===== config.mk =====
export PLATFORM = sky130hd
export DESIGN_NAME = bba_ram
export DESIGN_NICKNAME = d
export VERILOG_FILES = /design/src/design/bba_ram.sv
export SDC_FILE = /design/constraint.sdc
export NUM_CORES = 2
export LEC_CHECK = 0
export BUFFER_PORTS_ARGS = -buffer_cell sky130_fd_sc_hd__buf_2
export CORE_MARGIN = 2
export CORE_UTILIZATION = 45
export DETAILED_ROUTE_END_ITERATION = 8
export HOLD_SLACK_MARGIN = 0.12
export PLACE_DENSITY_LB_ADDON = 0.12
export SLEW_MARGIN = 5
export SYNTH_ARGS = -nofsm -noshare
export SYNTH_HDL_FRONTEND = slang
export SYNTH_SLANG_ARGS = --single-unit

===== constraint.sdc =====
create_clock -name clk -period 9.7 [get_ports clk]
set_input_delay 1.94 -clock clk [delete_from_list [all_inputs] [get_ports clk]]
set_output_delay 1.94 -clock clk [all_outputs]
set_load 0.02 [all_outputs]

===== src/design/bba_ram.sv =====
// Generic single write port, single read port RAM with registered read.
// No dependencies.
`default_nettype none
module bba_ram #(
  parameter int WIDTH = 32,
  parameter int DEPTH = 64
) (
  input  wire logic                     clk,
  input  wire logic                     we,
  input  wire logic [$clog2(DEPTH)-1:0] waddr,
  input  wire logic [WIDTH-1:0]         wdata,
  input  wire logic [$clog2(DEPTH)-1:0] raddr,
  output logic      [WIDTH-1:0]         rdata
);
  logic [WIDTH-1:0] mem [DEPTH];

  always_ff @(posedge clk) begin
    if (we) mem[waddr] <= wdata;
    rdata <= mem[raddr];
  end
endmodule
`default_nettype wire


==> out/results.ini <==
[synthesis]
postSynthAreaPerCell_um2 = 23.6
synth_most_common_cell = edfxtp_1
async_reset_ff_frac = 0
yosysSeqAreaShare = 0.791
syn_inst = 3324
yosys-top-cells-count = 2,048 x edfxtp_1, 544 x mux4_2, 137 x nor2_1, 93 x mux2i_1, 84 x o22ai_1
yosys_warnings = 0
yosysTopAreaCell = edfxtp_1
synth_top_area_frac = 0.783
ys.flop_type = edfxtp_1
syn_nets = 3370
synthesis.area_mm2 = 0.0785
synth.distinct_cells = 34
synth-seq-cells = 2080
synth_edf_count = 2048
synth_area_leaders = edfxtp_1 78%, mux4_2 16%, mux2i_1 1.2%

[timing]
clock.fmax_mhz = 206
skew_ps = 27.3
hold-worst-slack_ps = 733
setup_viol = 0
worst_slew_pin_slew_ps = 1290
finalSetupTns_ps = 0
slew_headroom = 0.139
hold_viol = 0
rsz0062_at_grt = false
finalMaxSlewViolations = 0
period_share = 0.499
fin_crit_ps = 4840

[power]
sw_frac_of_total = 0.211
p_clk_frac = 0.416
p_leak_nw = 27.5
power.internal_mw = 14.7
p_per_area_mw_per_mm2 = 210
pwr-share-comb = 0.048
vdd_ir_drop_max_mv = 0.147
power_switching_mw = 3.93
power.share.sequential = 0.537

[route]
drc = 0
wire_per_inst_um = 34.5
via_count = 36500
drtIter0Drc = 4214
ant_nets = 0
dr.pass1.iters = 5
avgViaCountPerCell = 6.05
wirelength_mm = 208

[clock_tree]
cts_root_buf = clkbuf_16
cts_resized = 0
clk_pin_slew_worst_paths_ps = 60
cts.sinks = 2080
clk_latency_ps = 840
cts_max_path_buffers = 3
cts-buffers-inserted = 207
htreeDepth = 4
cts_setup_buffers = 0
ctsHoldBuffers = 0
cts_tree = yes

[finish]
drive_above_1_share = 0.292
fin_nets = 3577
multi_input_area_mm2 = 0.0160
regArea_mm2 = 0.0621
nFillCells = 13400
utilization = 0.512
syn2layout_area_growth_pct = 13.2

[setup_path]
path_delay_family = buffers and inverters
required_ps = 10370
crit_buf_inv = 3
startpoint_type = primary input
crit_slowest_cell = buf_4
rrSetupSlack_ps = 7320
critPathArrivalTime_ps = 5510
rr_worst_depth = 5
path_cells = buf_8 -> buf_4 -> buf_4 -> mux4_2 -> mux4_2 -> o22ai_1 -> nor2_1
cp_max_fo = 56
cp.depth = 7
setup.worst_path.end_class = register
slowest_delay_ps = 690
crit_type = in2reg

[floorplan]
ios = 78
initial_core_util = 0.452
dieHeight_um = 422
die_w_um = 422
dieArea_mm2 = 0.178
core_area_mm2 = 0.174
num_rows = 153

[place]
io_buffer_count = 77
gp_congestion = 0.761
hpwl_mm = 109

[global_route]
grt_pass1_wl_mm = 291
grt_pass1_vias = 37800
grt-ovfl-total = 0
antenna_found_initial = 16
grt_max_degree = 109
gr-usage-all-layers = 0.236

[worst_hold_path]
min_path_cells = 4
hold_class = reg2reg

[run_status]
status = finished clean

[flow_run]
drv_cap = 0

[flip-flops by register name, indices dropped and copies added, names as in the netlist]
register	cells
rdata	32
mem	2048
[kinds of logic (layout without fill, tap and decap cells)]
| family | Yosys count | in the layout | synth area share |
|---|---|---|---|
| AO/OA/AOI/OAI | 202 | 202 | 0.0167 |
| buffers and inverters | 182 | 564 | 0.0113 |
| flip-flops | 2080 | 2080 | 0.791 |
| multiplexers | 637 | 637 | 0.168 |
| other | 0 | 6 | 0 |
| AND/OR/NAND/NOR | 223 | 223 | 0.0127 |
[cells in the final DEF, fill, tap and decap left out, types with 6 or more instances in the layout]
cell       synthesis  final
nor2b_1           15     14
o221ai_1          27     27
a22oi_1           12     12
clkbuf_8           0      8
mux4_2           544    544
clkbuf_1          74     54
nor2_4             0     62
nand2_1           26     26
clkbuf_16          0    211
buf_2             57     73
nand2b_1           8      7
nor2_1           137     74
bufinv_16          0     14
dfxtp_1           32     32
inv_6              0      6
mux2i_1           93     93
a311oi_1           8      8
clkinv_1           0     42
clkinv_2           0     37
buf_4             25     98
o22ai_1           84     84
a21oi_1           62     62
diode_2            0      6
edfxtp_1        2048   2048
[tightest hold or removal path, cell delays in order (launching register included)]
cell      delay, ps
edfxtp_1        320
mux2i_1          60
nand2_1          60
a311oi_1         80
nor3_1          160
[per-stage QoR]
stage	instances	cell area [um2]	setup slack, ps	power [mW]
finish	6037	88900	4860	18.6
global route	6035	88900	4660	19.2
CTS	6031	88800	4790	18.8
detailed placement	5647	82300	3860	11.1
global placement	5647	82300	3930	11.1
floorplan	3324	78500	4600	10.7
[power by group through the flow]
stage               Combinational, mW  Clock, mW  Sequential [mW]
floorplan                       0.484          0             10.2
global placement                0.887          0             10.2
detailed placement              0.907          0             10.2
CTS                             0.908       7.88             10.0
global route                    0.948       8.24             10.0
finish                          0.889       7.74             10.0
[layer usage]
metal | global-route usage | vias up | share of wire
li1 | - | 14700 | -
met1 | 0.319 | 20200 | 0.40
met2 | 0.398 | 1312 | 0.51
met3 | 0.0376 | 271 | 0.062
met4 | 0.0674 | 6 | 0.025
met5 | 0 | - | 0.00019
[final timing paths]
| kind | start | to |
|---|---|---|
| worst max register to register | mem[34][8] | rdata[8] |
| worst max-delay path | raddr[1] | rdata[24] |
| worst min register to register | mem[12][17] | rdata[17] |
| worst min-delay path | mem[12][17] | rdata[17] |
[layout make-up]
cell class,count,area share
clock inverter,111,0.0110
antenna,6,0.000169
timing repair buffer,180,0.0142
sequential,2080,0.699
multi-input combinational,1062,0.180
tap,2325,0.0327
clock buffer,273,0.0629
(Power assumes the default switching activity.)
