$ cat src/design/bba_pkg.sv
// Shared constants, codes and map helpers for the buddy block allocator.
// No dependencies; bba_if, bba_scan and the allocator refer to it by scoped name.
`default_nettype none
package bba_pkg;

  localparam int MIN_SHIFT   = 12;   // log2 of the minimum block size in bytes
  localparam int MB_W        = 10;   // minimum block index width
  localparam int LVL_W       = 4;
  localparam int TOP_LEVEL   = 10;
  localparam int NUM_LEVELS  = TOP_LEVEL + 1;
  localparam int WORD_W      = 32;
  localparam int WORD_SH     = 5;
  localparam int MAP_WORDS   = 68;   // free bitmap words over all levels
  localparam int MAP_AW      = 7;
  localparam int LROWS       = 32;   // level store rows, 32 fields each
  localparam int LROW_AW     = 5;
  localparam int ROW_W       = 128;
  localparam int SIZE_W      = 23;
  localparam int OFF_W       = 22;

  localparam logic [1:0] OP_ALLOC       = 2'd0;
  localparam logic [1:0] OP_ALLOC_ALIGN = 2'd1;
  localparam logic [1:0] OP_FREE        = 2'd2;

  localparam logic [2:0] ST_OK        = 3'd0;
  localparam logic [2:0] ST_TOO_LARGE = 3'd1;
  localparam logic [2:0] ST_NO_MEM    = 3'd2;
  localparam logic [2:0] ST_NO_LEVEL  = 3'd3;
  localparam logic [2:0] ST_BAD_ALIGN = 3'd4;

  // Words of free bitmap at one level (at least one).
  function automatic logic [5:0] map_words(input logic [LVL_W-1:0] lv);
    logic [5:0] w;
    w = (lv < 4'd5) ? (6'd32 >> lv) : 6'd1;
    return w;
  endfunction

  // First bitmap word of one level.
  function automatic logic [MAP_AW-1:0] map_base(input logic [LVL_W-1:0] lv);
    logic [MAP_AW-1:0] b;
    b = '0;
    for (int l = 0; l < NUM_LEVELS; l++) begin
      if (LVL_W'(l) < lv) b = b + MAP_AW'(map_words(LVL_W'(l)));
    end
    return b;
  endfunction

  function automatic logic [MAP_AW-1:0] map_addr(input logic [LVL_W-1:0] lv,
                                                 input logic [MB_W-1:0] i);
    logic [MAP_AW-1:0] a;
    a = map_base(lv) + {2'b00, i[MB_W-1:WORD_SH]};
    return a;
  endfunction

endpackage
`default_nettype wire

$ cat src/design/bba_scan.sv
// Lowest set bit finder over one free bitmap word.
// Depends on bba_pkg for the word width.
`default_nettype none
module bba_scan (
  input  wire logic [bba_pkg::WORD_W-1:0]  word,
  output logic                             any,
  output logic      [bba_pkg::WORD_SH-1:0] pos
);
  always_comb begin
    any = |word;
    pos = '0;
    for (int i = bba_pkg::WORD_W - 1; i >= 0; i--) begin
      if (word[i]) pos = bba_pkg::WORD_SH'(i);
    end
  end
endmodule
`default_nettype wire

$ cat config.mk
export PLATFORM = sky130hd
export DESIGN_NAME = bba_scan
export DESIGN_NICKNAME = d
export VERILOG_FILES = /design/src/design/bba_pkg.sv /design/src/design/bba_scan.sv
export SDC_FILE = /design/constraint.sdc
export NUM_CORES = 1
export LEC_CHECK = 0
export BUFFER_PORTS_ARGS = -buffer_cell sky130_fd_sc_hd__buf_2
export CORE_AREA = 8 8 45 47
export DETAILED_ROUTE_END_ITERATION = 10
export DIE_AREA = 0 0 53 55
export GPL_ROUTABILITY_DRIVEN = 0
export PLACE_DENSITY_LB_ADDON = 0.3
export SYNTH_ARGS = -nofsm -noshare
export SYNTH_HDL_FRONTEND = slang
export SYNTH_SLANG_ARGS = --single-unit
$ cat constraint.sdc
create_clock -name vclk -period 0.95
set_input_delay 0.0475 -clock vclk [all_inputs]
set_output_delay 0.0475 -clock vclk [all_outputs]
set_load 0.005 [all_outputs]
==> out/qor.csv, run 1 <==
stage,metric,value,unit
timing,final setup margin,-0.421,ns
pwr,Max rail drop VDD,177,uV
detailed_routing,Vias per Instance,5.27,
setup_path,crit start category,input pin,
cells_and_area,Reg area,0,sq um
synth,largest cells by area after synthesis,"nor4_1 (11%), nor2_1 (9.7%), a21oi_1 (9.1%)",
synth,"Seq/Total Area, Yosys",0,%
floorplanning,Rows,14,
global_route,vias in the first global route,727,
detailed_routing,DRC Markers,0,
global_route,total grt overflow,0,
pwr,LEAKAGE,0.000413,uW
cells_and_area,area delta synth->final,136,%
synth,"Distinct cells, synth",24,
clock_network,Setup Buffers After CTS,0,
synth,"Cell Area, Synth",385,sq um
synth,largest area contributor in the netlist,nor4_1,
setup_path,critical path endpoint,pos[0],
min_path,min-delay worst type,input pin to output port,
detailed_routing,drt pass-1 iters,2,
outcome,status,"finished, violations left",
cells_and_area,# clk buffers,0,
global_route,largest net degree at the start of global routing,6,
setup_path,Crit Path Max Fanout,3,
synth,"count leader, synth",nor2_1,
place,DPL Wire Length,1.53,mm
detailed_routing,DR WL/cell,14.0,um
floorplanning,die area,2920,sq um
setup_path,CP Launch Point,word[13],
floorplanning,Initial Utilization,27.8,%
floorplanning,I/O Pins,38,
global_route,antenna violations before repair,0,
cells_and_area,Filler Cells Inserted,127,
cells_and_area,NumNets Final,157,
detailed_routing,WL final,1.94,mm
job,MaxCap Viol Count,0,
floorplanning,Die H,55,um
min_path,HP Start,word[0],
synth,"Warnings, synthesis",0,
global_route,first-pass GRT wire length,2.71,mm
cells_and_area,layout cells sized above 1,66.7,%
place,post-place setup slack,-0.300,ns
timing,f_max,730,MHz
floorplanning,total core area,1380,sq um
clock_network,cts hold-fix bufs,0,
place,input/output buffers,38,
setup_path,"Arr. time, crit path",1.32,ns
outcome,failing checks,negative setup slack,
timing,Worst slew margin,62.8,%
timing,Hold Slack,0.479,ns
global_route,GRT Util Overall,11.5,%
timing,Final Slew Violations,0,
floorplanning,die width,53,um
detailed_routing,via count,733,
detailed_routing,Detail Route Antenna Nets,0,
synth,Synth Instances,65,
synth,synthesized area per cell,5.93,sq um
setup_path,kind of critical path,input pin to output port,
pwr,PwrDens,348,nW/um^2
timing,RSZ-0062 raised after global routing,yes,
timing,Final Cycle Share,144,%
timing,Slew @ Worst Pin,0.544,ns
synth,"top cells by count, synth","nor2_1 (10), a21oi_1 (7), nor4_1 (7)",
setup_path,CP Capture Type,output port,
synth,syn nets,97,
setup_path,WP data required,0.90,ns
synth,post-synth top area share,11.4,%
timing,# setup viols final,6,
cells_and_area,number of sequential cells,0,
pwr,Total Power,317,uW
detailed_routing,Detailed Route Iter0 Violations,3,
timing,"Min Clock Period, post-route",1.37,ns
timing,final hold vios,0,
cells_and_area,# diodes,0,
-- layout by cell type, fill, tap and decap left out, types with 2 or more instances in the layout --
cell type and count:
buf_6 4, o31ai_2 3, nand2_1 3, nor2_4 2
buf_4 21, inv_1 6, nor2_1 7, nor4_1 2
o21ai_0 2, nor4_4 3, nor3_1 5, nor4_2 2
or4_4 4, buf_2 33, a21oi_1 6
-- critical path: stages --
cell and delay, ns:
buf_2 0.13, nor3_1 0.18, o21ai_0 0.13, a2111oi_0 0.57
a221oi_2 0.11, buf_2 0.16
-- cells by family (layout without fill, tap and decap cells) --
kind of cell / after synthesis / after routing / share of synthesized area, %
compound gates: 22 / 22 / 38.6
buf+inv: 6 / 64 / 5.84
simple gates: 37 / 37 / 55.5
-- cell type report --
type               count  area [sq um]  share of cell area [%]
well taps             16          20.0                    2.20
repair buffers        58           368                    40.4
inverters              6          22.5                    2.47
multi-input cells     59           500                    54.9
-- metal layers --
metal | wire, um | part of all wire, % | vias to the layer above | track usage (%)
met4 | 0 | 0 | 0 | 1.29
met3 | 148 | 7.6 | 0 | 1.87
met1 | 709 | 37 | 341 | 11.8
li1 | - | - | 376 | -
met2 | 1080 | 56 | 16 | 24.0
met5 | 0 | 0 | - | 0
-- worst min-delay path by stage --
stage	slack, ns	endpoint	cells after the start
after global placement	0.49	pos[0]	4
after global routing	0.49	pos[0]	4
after floorplan	0.13	pos[0]	1
final	0.48	pos[0]	4
after CTS	0.48	pos[0]	4
after detailed placement	0.48	pos[0]	4
-- power by group --
| part | internal [uW] | leakage (uW) | switching, uW |
|---|---|---|---|
| Sequential | 0 | 0 | 0 |
| Combinational | 165 | 0.000413 | 153 |
| Clock | 0 | 0 | 0 |
-- through the flow --
stage          std cells  util (%)  setup TNS, ns  area [sq um]
2_1_floorplan         65         -       -0.00298           400
3_3_place_gp         139      55.0          -1.57           761
3_5_place_dp         139      55.0          -1.58           761
4_1_cts              139      60.6          -1.47           838
5_1_grt              139      65.8          -1.89           911
6_report             139      65.8          -1.59           911
-- what timing repair did --
action | CTS | global route
endpoints found under the setup margin | 6 | 6
endpoints found under the hold margin | 0 | 0
gates resized for setup | 15 | 14
cloned | 0 | 0
pin swaps | 4 | 3
No activity file was read; power rests on OpenSTA's default activity.
==> inputs of run 2 (changes only) <==
==> constraint.sdc (replaced) <==
create_clock -name vclk -period 1.2
set_input_delay 0.06 -clock vclk [all_inputs]
set_output_delay 0.06 -clock vclk [all_outputs]
set_load 0.005 [all_outputs]
==> run 2 against run 1 <==
Against the previous run:
- die area did not move
- total power fell by 30%
- the flow still finishes with violations (negative setup slack)
- sequential share of layout area did not move
- routed wire length fell by 5.6%
==> out/qor.csv, run 2 (synthesis results as in run 1) <==
stage,metric,value,unit
detailed_routing,WL final,1.83,mm
timing,final hold vios,0,
outcome,status,"finished, violations left",
place,DPL Wire Length,1.50,mm
place,post-place setup slack,-0.110,ns
cells_and_area,NumNets Final,152,
place,input/output buffers,38,
timing,f_max,786,MHz
timing,RSZ-0062 raised after global routing,yes,
cells_and_area,"commonest cells after routing, fill and taps aside","buf_2 (33), buf_4 (15), nor2_1 (9), a21oi_1 (6), inv_1 (6)",
setup_path,"Arr. time, crit path",1.21,ns
floorplanning,Die H,55,um
timing,"Min Clock Period, post-route",1.27,ns
job,MaxCap Viol Count,0,
min_path,Hold Path Depth,3,
detailed_routing,via count,698,
timing,# setup viols final,5,
detailed_routing,DR WL/cell,13.7,um
setup_path,worst path bufs/invs,2,
floorplanning,Rows,14,
cells_and_area,area delta synth->final,116,%
setup_path,largest delay contributor family on the critical path,simple AND/OR/NAND/NOR gates,
global_route,vias in the first global route,635,
cells_and_area,"most common cell after layout, fill and taps aside",buf_2,
setup_path,WP data required,1.14,ns
cells_and_area,Reg area,0,sq um
timing,Slew @ Worst Pin,0.382,ns
detailed_routing,Detailed Route Iter0 Violations,7,
setup_path,kind of critical path,input pin to output port,
setup_path,worst-path cell chain,buf_6 -> or4_4 -> a21oi_2 -> o21ai_2 -> nand2_1 -> a21boi_2 -> buf_2,
pwr,Max rail drop VDD,129,uV
cells_and_area,number of sequential cells,0,
timing,Worst slew margin,73.9,%
timing,Final Slew Violations,0,
setup_path,"Largest stage delay, worst path",0.57,ns
setup_path,Worst path slowest cell,or4_4,
min_path,min-delay worst type,input pin to output port,
setup_path,CP Capture Type,output port,
cells_and_area,# clk buffers,0,
cells_and_area,Filler Cells Inserted,142,
cells_and_area,# diodes,0,
clock_network,cts hold-fix bufs,0,
cells_and_area,layout cells sized above 1,60.2,%
floorplanning,die area,2920,sq um
setup_path,cell depth of the worst setup path,7,
floorplanning,Initial Utilization,27.8,%
floorplanning,total core area,1380,sq um
pwr,LEAKAGE,0.000384,uW
pwr,PwrDens,266,nW/um^2
timing,Hold Slack,0.452,ns
setup_path,crit start category,input pin,
global_route,GRT Util Overall,10.5,%
detailed_routing,drt pass-1 iters,4,
outcome,failing checks,negative setup slack,
floorplanning,I/O Pins,38,
timing,final setup margin,-0.0725,ns
global_route,total grt overflow,0,
setup_path,Crit Path Max Fanout,3,
floorplanning,die width,53,um
detailed_routing,DRC Markers,0,
cells_and_area,area of the multi-input gates,455,sq um
global_route,antenna violations before repair,0,
detailed_routing,Detail Route Antenna Nets,0,
detailed_routing,Vias per Instance,5.21,
timing,Final Cycle Share,106,%
global_route,largest net degree at the start of global routing,6,
global_route,first-pass GRT wire length,2.55,mm
==> run 2: final timing paths <==
check                    start     end  slack (ns)
worst max-delay path  word[22]  pos[2]       -0.07
worst min-delay path   word[2]  pos[0]        0.45
==> run 2: final cells by class <==
class / count / share of cell area, %
Timing Repair Buffer: 53 / 40.2
Tap cell: 16 / 2.41
Inverter: 6 / 2.71
Multi-Input combinational cell: 59 / 54.7
==> run 2: what timing repair did <==
action	CTS	global route
setup buffers	0	0
gates resized for setup	13	10
pin swaps	8	0
endpoints found under the setup margin	5	6
==> run 2: metal layers <==
layer	GRT usage (%)	part of all wire [%]
met2	20.5	51
met5	0	0
met1	12.7	43
met4	0	0
met3	1.07	5.5
==> run 2: report_power, final <==
group	leakage [uW]	switching, uW	internal (uW)
clock	0	0	0
combinational	0.000384	105	116
sequential	0	0	0
total	0.000384	105	116
==> run 2: per-stage QoR <==
stage | std cells | TNS, ns | power, uW | util, % | area (sq um)
2_1_floorplan | 65 | 0 | 48.9 | - | 385
3_3_place_gp | 134 | -0.300 | 178 | 51.2 | 708
3_5_place_dp | 134 | -0.363 | 181 | 51.2 | 708
4_1_cts | 134 | -0.173 | 201 | 56.1 | 776
5_1_grt | 134 | -0.502 | 240 | 60.1 | 832
6_report | 134 | -0.191 | 221 | 60.1 | 832
